<file path="config.mk">
export PLATFORM = sky130hd
export DESIGN_NAME = double_to_custom_float_core
export DESIGN_NICKNAME = d
export VERILOG_FILES = /design/src/hw/rtl/dcf_pkg.sv /design/src/hw/rtl/dcf_decode.sv /design/src/hw/rtl/dcf_align.sv /design/src/hw/rtl/dcf_pack.sv /design/src/hw/rtl/double_to_custom_float_core.sv
export SDC_FILE = /design/constraint.sdc
export NUM_CORES = 2
export LEC_CHECK = 0
export BUFFER_PORTS_ARGS = -buffer_cell sky130_fd_sc_hd__buf_2
export CORE_MARGIN = 2
export CORE_UTILIZATION = 49
export DETAILED_ROUTE_END_ITERATION = 12
export PLACE_DENSITY_LB_ADDON = 0.1
export SLEW_MARGIN = 20
export SYNTH_ARGS = -nofsm -noshare
export SYNTH_HDL_FRONTEND = slang
export SYNTH_SLANG_ARGS = --single-unit
</file>
<file path="constraint.sdc">
create_clock -name aclk -period 18.3 [get_ports aclk]
set_input_delay 2.745 -clock aclk [delete_from_list [all_inputs] [get_ports aclk]]
set_output_delay 2.745 -clock aclk [all_outputs]
set_load 0.02 [all_outputs]
</file>
<file path="src/hw/rtl/dcf_pkg.sv">
// Shared types and constants for the double to custom float converter.
package dcf_pkg;

    localparam int unsigned DBL_BIAS  = 1023;
    localparam int unsigned DBL_FRAC  = 52;
    localparam int unsigned DBL_SUBB  = 1074;
    localparam logic [10:0] EXP_ONES  = 11'h7FF;

    // Register index codes on the configuration port
    localparam logic REG_TOTAL_WIDTH    = 1'b0;
    localparam logic REG_EXPONENT_WIDTH = 1'b1;

    // Format values derived from the configuration registers
    typedef struct packed {
        logic        bad;
        logic [5:0]  sgn_pos;
        logic [5:0]  fb;
        logic [63:0] ones;
        logic [63:0] bias;
    } cfg_t;

    // Decode stage result
    typedef struct packed {
        logic               sign;
        logic               zero;
        logic               special;
        logic               nan;
        logic               sub;
        logic [5:0]         p;
        logic [51:0]        frac;
        logic signed [11:0] unb;
    } s1_t;

    // Align stage result
    typedef struct packed {
        logic               sign;
        logic               zero;
        logic               special;
        logic               nan;
        logic               ovf;
        logic               tiny;
        logic [63:0]        t;
        logic signed [63:0] s;
        logic [51:0]        frac;
    } s2_t;

endpackage

</file>
<file path="src/hw/rtl/dcf_decode.sv">
// First stage: split the double, classify it and find the top bit of a subnormal.
module dcf_decode (
    input  logic          aclk,
    input  logic          en,
    input  logic [63:0]   double_bits,
    output dcf_pkg::s1_t  q
);
    import dcf_pkg::*;

    logic [10:0] efield;
    logic [51:0] frac;
    logic [5:0]  p;
    s1_t         d;
    s1_t         q_reg;

    assign efield = double_bits[62:52];
    assign frac   = double_bits[51:0];

    // Find the highest set fraction bit
    always_comb begin
        p = 6'd0;
        for (int i = 0; i < 52; i++) begin
            if (frac[i]) begin
                p = 6'(i);
            end
        end
    end

    // Classify and get the unbiased exponent
    always_comb begin
        d.sign    = double_bits[63];
        d.zero    = (efield == 11'd0) && (frac == 52'd0);
        d.special = (efield == EXP_ONES);
        d.nan     = (frac != 52'd0);
        d.sub     = (efield == 11'd0) && (frac != 52'd0);
        d.p       = p;
        d.frac    = frac;
        if (d.sub) begin
            d.unb = $signed({6'd0, p}) - 12'(DBL_SUBB);
        end else begin
            d.unb = $signed({1'b0, efield}) - 12'(DBL_BIAS);
        end
    end

    // Hold on stall, load on advance
    always_ff @(posedge aclk) begin
        if (en) begin
            q_reg <= d;
        end
    end

    assign q = q_reg;

endmodule

</file>
<file path="src/hw/rtl/dcf_align.sv">
// Second stage: normalize subnormals, rebias and classify the target exponent.
module dcf_align (
    input  logic          aclk,
    input  logic          en,
    input  dcf_pkg::cfg_t cfg,
    input  dcf_pkg::s1_t  d,
    output dcf_pkg::s2_t  q
);
    import dcf_pkg::*;

    logic [5:0]  shamt;
    logic [63:0] unb_x;
    s2_t         n;
    s2_t         q_reg;

    assign shamt = 6'(DBL_FRAC) - d.p;
    assign unb_x = {{52{d.unb[11]}}, d.unb};

    always_comb begin
        n.sign    = d.sign;
        n.zero    = d.zero;
        n.special = d.special;
        n.nan     = d.nan;
        n.frac    = d.sub ? (d.frac << shamt) : d.frac;
        n.t       = unb_x + cfg.bias;
        n.s       = $signed(unb_x + cfg.bias + {58'd0, cfg.fb} - 64'd53);
        n.ovf     = $signed(n.t) >= $signed(cfg.ones);
        n.tiny    = $signed(n.t) <= 64'sd0;
    end

    // Hold on stall, load on advance
    always_ff @(posedge aclk) begin
        if (en) begin
            q_reg <= n;
        end
    end

    assign q = q_reg;

endmodule

</file>
<file path="src/hw/rtl/dcf_pack.sv">
// Third stage: build the target bit pattern and register the result.
module dcf_pack (
    input  logic          aclk,
    input  logic          en,
    input  dcf_pkg::cfg_t cfg,
    input  dcf_pkg::s2_t  d,
    output logic [63:0]   float_bits,
    output logic          config_invalid
);
    import dcf_pkg::*;

    logic [63:0] sgn;
    logic [63:0] inf;
    logic [63:0] m;
    logic [63:0] ns;
    logic [63:0] fsub;
    logic [63:0] fnorm;
    logic [63:0] res;
    logic [63:0] float_bits_reg;
    logic        invalid_reg;

    assign sgn = {63'd0, d.sign} << cfg.sgn_pos;
    assign inf = sgn | (cfg.ones << cfg.fb);
    assign m   = {11'd0, 1'b1, d.frac};
    assign ns  = 64'd0 - d.s;

    // Subnormal fraction: one truncating shift
    always_comb begin
        if (d.s >= 64'sd0) begin
            fsub = m << d.s[5:0];
        end else if (ns[63:6] != 58'd0) begin
            fsub = 64'd0;
        end else begin
            fsub = m >> ns[5:0];
        end
    end

    // Normal fraction: drop or pad low bits
    always_comb begin
        if (cfg.fb < 6'(DBL_FRAC)) begin
            fnorm = {12'd0, d.frac} >> (6'(DBL_FRAC) - cfg.fb);
        end else begin
            fnorm = {12'd0, d.frac} << (cfg.fb - 6'(DBL_FRAC));
        end
    end

    // Select the result by class
    always_comb begin
        if (cfg.bad || d.zero) begin
            res = 64'd0;
        end else if (d.special) begin
            res = inf | {63'd0, d.nan};
        end else if (d.ovf) begin
            res = inf;
        end else if (d.tiny) begin
            res = sgn | fsub;
        end else begin
            res = sgn | (d.t << cfg.fb) | fnorm;
        end
    end

    // Hold on stall, load on advance
    always_ff @(posedge aclk) begin
        if (en) begin
            float_bits_reg <= res;
            invalid_reg    <= cfg.bad;
        end
    end

    assign float_bits     = float_bits_reg;
    assign config_invalid = invalid_reg;

endmodule

</file>
<file path="src/hw/rtl/double_to_custom_float_core.sv">
// Top level of the double to custom float converter: config port and pipeline control.
//
// Usage:
//   s_valid/s_ready/s_double_bits carry one binary64 pattern per item.
//   m_valid/m_ready/m_float_bits/m_config_invalid return one result per item,
//   right-aligned in the configured format, or zero with config_invalid set
//   when the width pair is invalid.
//   The APB-style port writes total_width at address 0 and exponent_width at
//   address 4; write them only while no item is in flight.
// Pipeline: three register stages (decode, align, pack); an accepted item is
//   registered in decode, align and pack in turn, and m_valid rises once pack holds it.
// Throughput: one item per cycle while m_ready stays high; each stage advances
//   when the stage after it is empty or moving, so bubbles are squeezed out.
// Stall: when m_ready is low the last stage holds, earlier stages keep filling
//   until all three are full, then s_ready drops.
// Reset: pipeline valids clear, total_width returns to 32 and exponent_width
//   to 8.
module double_to_custom_float_core (
    input  logic        aclk,
    input  logic        aresetn,
    input  logic        psel,
    input  logic        penable,
    input  logic        pwrite,
    input  logic [2:0]  paddr,
    input  logic [31:0] pwdata,
    output logic [31:0] prdata,
    output logic        pready,
    input  logic        s_valid,
    output logic        s_ready,
    input  logic [63:0] s_double_bits,
    output logic        m_valid,
    input  logic        m_ready,
    output logic [63:0] m_float_bits,
    output logic        m_config_invalid
);
    import dcf_pkg::*;

    logic [6:0] tw_reg;
    logic [5:0] ew_reg;
    logic       v1_reg;
    logic       v2_reg;
    logic       v3_reg;
    logic       adv1;
    logic       adv2;
    logic       adv3;
    logic [5:0] ew_m1;
    cfg_t       cfg;
    s1_t        s1;
    s2_t        s2;

    // Configuration registers
    assign pready = 1'b1;
    always_ff @(posedge aclk) begin
        if (!aresetn) begin
            tw_reg <= 7'd32;
            ew_reg <= 6'd8;
        end else if (psel && penable && pwrite) begin
            if (paddr[2] == REG_TOTAL_WIDTH) begin
                tw_reg <= pwdata[6:0];
            end else begin
                ew_reg <= pwdata[5:0];
            end
        end
    end

    assign prdata = (paddr[2] == REG_EXPONENT_WIDTH) ? {26'd0, ew_reg} : {25'd0, tw_reg};

    // Derive format values
    assign ew_m1       = ew_reg - 6'd1;
    assign cfg.bad     = (tw_reg < 7'd3) || (tw_reg > 7'd64) || (ew_reg == 6'd0)
                         || ({1'b0, ew_reg} > (tw_reg - 7'd2));
    assign cfg.sgn_pos = 6'(tw_reg - 7'd1);
    assign cfg.fb      = 6'(tw_reg - 7'd1 - {1'b0, ew_reg});
    assign cfg.ones    = (64'd1 << ew_reg) - 64'd1;
    assign cfg.bias    = (64'd1 << ew_m1) - 64'd1;

    // Advance each stage when the next is empty or moving
    assign adv3    = !v3_reg || m_ready;
    assign adv2    = !v2_reg || adv3;
    assign adv1    = !v1_reg || adv2;
    assign s_ready = adv1;

    always_ff @(posedge aclk) begin
        if (!aresetn) begin
            v1_reg <= 1'b0;
            v2_reg <= 1'b0;
            v3_reg <= 1'b0;
        end else begin
            if (adv1) begin
                v1_reg <= s_valid;
            end
            if (adv2) begin
                v2_reg <= v1_reg;
            end
            if (adv3) begin
                v3_reg <= v2_reg;
            end
        end
    end

    dcf_decode u_decode (
        .aclk        (aclk),
        .en          (adv1),
        .double_bits (s_double_bits),
        .q           (s1)
    );

    dcf_align u_align (
        .aclk (aclk),
        .en   (adv2),
        .cfg  (cfg),
        .d    (s1),
        .q    (s2)
    );

    dcf_pack u_pack (
        .aclk           (aclk),
        .en             (adv3),
        .cfg            (cfg),
        .d              (s2),
        .float_bits     (m_float_bits),
        .config_invalid (m_config_invalid)
    );

    assign m_valid = v3_reg;

`ifndef ASSERT_OFF
    a_invalid_zero: assert property (@(posedge aclk) disable iff (!aresetn)
        m_valid && m_config_invalid |-> m_float_bits == 64'd0)
        else $error("invalid config result not zero");

    a_ready_full: assert property (@(posedge aclk) disable iff (!aresetn)
        !s_ready |-> v1_reg && v2_reg && v3_reg)
        else $error("input stalled with room in pipeline");

    a_out_hold: assert property (@(posedge aclk) disable iff (!aresetn)
        v3_reg && !m_ready |=> v3_reg)
        else $error("output item dropped while stalled");
`endif

endmodule

</file>
==> metrics.yaml <==
routing:
  dr.first_iter.drc_count: 9833
  wl_um: 275000
  drt-met1-wl_um: 98800
  wl_met3_um: 39500
  top_layer_used: "met5"
  met2_length_um: 114000
  ant_nets: 0
  vias: 59200
  wl_per_cell_um: 33.7
  via_per_inst: 7.24
  drc: 0
  drt_first_pass_iters: 9
clocking:
  tritoncts: "done"
  cts.sinks: 342
  cts_buffers: 42
  cts_max_path_buffers: 3
  root_buffer: "clkbuf_16"
  cts_resized: 0
  cts.reportedPaths.clkPinSlew_ns: 0.06
  worstSkewPairLatency_ns: 0.66
  cts_hold_buf: 0
  cts_setup_buffers: 0
  h-tree-depth: 2
worst_setup_path:
  cp_slowest_cell: "nor3_1"
  crit_top_cell: "ha_1"
  critPathCaptureType: "flop"
  r2r-end: "u_align.q[109]"
  cp-start-kind: "flop"
  required_ns: 18.65
  reg2reg_slack_ns: 8.41
  crit_path_max_fanout: 50
  reg2reg_depth: 31
  cpPeakStageDelay_ns: 0.88
  critical_path_class: "flop to flop"
  critical_path_arrival_ns: 10.24
  regToRegStartpoint: "ew_reg[1]"
finish:
  fillerInstances: 10500
  syn2layout_area_growth_pct: 6.53
  drive_above_1_share_pct: 13.7
  fin_nets: 7088
  largest_reg_flops: 186
floorplan:
  die_x_um: 336
  die_area_um2: 113000
  row_count: 121
  coreArea_um2: 109000
  io_pins: 206
  die_h_um: 336
  initial_utilization_pct: 49.6
power_and_ir_drop:
  leakagePower_nw: 23.2
  ir_drop_v: 0.000106
  pwr_density_cell_nw_per_um2: 129
  power.total_mw: 7.44
yosys:
  ys_ff_latch: 342
  synth_flop_cell: "edfxtp_1"
  synth_area_um2: 54100
  ys_top_cells_by_count: "nand2_1, nor2_1, a21oi_1"
  synth_top_area_share_pct: 18.1
  synth_edf_count: 326
  yosysMostFrequentCell: "nand2_1"
  synth_area_leaders: "edfxtp_1, mux4_2, ha_1"
  synth.avg_cell_area_um2: 7.94
  synth-seq-area-share_pct: 18.7
  async_flop_share_pct: 0
  yosys.area.top_type: "edfxtp_1"
  synth_cells: 6810
  ys_types: 114
  ys.warnings.count: 0
timing:
  grt_setup_unrepaired: "no"
  finalSetupViolations: 0
  min_period_ns: 9.89
  hold_viol_final: 0
  fin_crit_sh_pct: 54.0
  clock.fmax_mhz: 101
  worst_slew_pin_slew_ns: 1.33
  fin_tns_setup_ns: 0
  slew_headroom_pct: 10.5
  setup_ws_ns: 8.41
  finalClockSkew_ns: 0.0314
  finalMaxSlewViolations: 0
  hold_slack_ns: 0.419
flow_run:
  drv_cap: 0
worst_hold_path:
  min_to: "u_align.q[182]"
  min_from: "u_decode.q[71]"
  hold_path.class: "flop to flop"
  hold_depth: 0
global_route:
  grt_max_degree: 131
  grt_pass1_wl_um: 387000
  antenna_found_initial: 13
  grt_usage_pct: 47.3
  grt-ovfl-total: 0
  grt_pass1_vias: 54100
placed_design:
  dp_hpwl_um: 211000
  gp_congestion: 1.09
  place_ws_ns: 8.73
  numPortBuffers: 152
run_status:
  status: "finished, final reports clean"
cell families (layout without fill, tap and decap cells):
group	Yosys count	count (layout)	share of synthesized area (%)
AND/OR/NAND/NOR	2347	2347	20.1
AO/OA/AOI/OAI	2012	2012	24.4
buffers and inverters	927	788	6.86
multiplexers	669	669	19.4
flip-flops	342	342	18.7
adder cells (fa/ha/maj)	320	320	7.44
XOR/XNOR	191	191	3.14
other	2	31	0.0139
per-stage QoR:
step / cell area, um^2 / std cells / util [%]
2_1_floorplan: 54200 / 6834 / -
3_3_place_gp: 56200 / 8093 / 51.5
3_5_place_dp: 56200 / 8093 / 51.5
4_1_cts: 57600 / 8170 / 52.8
5_1_grt: 57600 / 8171 / 52.8
6_report: 57600 / 8176 / 52.8
cells in the final DEF, fill, tap and decap left out, types with 54 or more instances in the layout:
master,synthesis,routed
nand2b_1,54,54
a211oi_1,125,125
xor2_1,69,65
ha_1,317,312
a21oi_1,491,491
nor2_1,546,540
o22ai_1,102,102
xnor2_1,120,104
mux2i_1,309,308
nor4_1,55,55
nand3_1,164,163
nor2b_1,63,62
buf_2,41,152
buf_4,32,178
o21ai_0,434,433
nand4_1,70,70
a21o_1,114,114
mux2_2,63,63
o211ai_1,104,104
nor3_1,169,169
inv_1,365,362
mux4_2,297,297
a31oi_1,83,83
edfxtp_1,326,326
nand2_1,974,972
critical path: cells and delay by family (launching register included):
family / cells / cell delay, ns
buffers and inverters: 3 / 0.71
xor gates and xnor gates: 2 / 0.61
and+or+nand+nor: 9 / 2.75
adders and majority gates: 4 / 1.50
DFF: 1 / 0.32
AOI/OAI and AO/OA: 13 / 3.66
layout make-up:
cell class / count / area, um^2 / area share, %
clock inverters: 28 / 353 / 0.612
clock buffers: 49 / 1080 / 1.87
multi-input cells: 5565 / 40600 / 70.5
well taps: 1476 / 1850 / 3.20
repair buffers: 334 / 2160 / 3.76
diodes: 5 / 12.5 / 0.0217
flip-flops and latches: 342 / 10100 / 17.5
inverters: 377 / 1420 / 2.47
worst max-delay path by stage:
stage	from	end	slack, ns	cells past startpoint
finish	ew_reg[1]	u_align.q[109]	8.41	31
CTS	ew_reg[1]	u_align.q[109]	8.68	31
detailed placement	ew_reg[1]	u_align.q[109]	8.73	31
global route	ew_reg[1]	u_align.q[109]	8.07	31
floorplan	m_ready	s_ready	10.71	2
global placement	ew_reg[2]	u_align.q[109]	8.83	30
where the power goes:
part	total (mW)	internal (mW)	leakage [nW]	switching, mW
clock	0.881	0.491	0.682	0.390
combinational	5.20	1.70	18.9	3.50
sequential	1.36	1.15	3.62	0.210
total	7.44	3.34	23.2	4.10
routing by layer:
metal / global-route usage (%) / up-vias
met5: 0.553 / -
li1: - / 25400
met1: 58.2 / 28200
met2: 69.1 / 4661
met3: 17.1 / 983
met4: 31.5 / 14
Power figures use the tool's default switching activity.
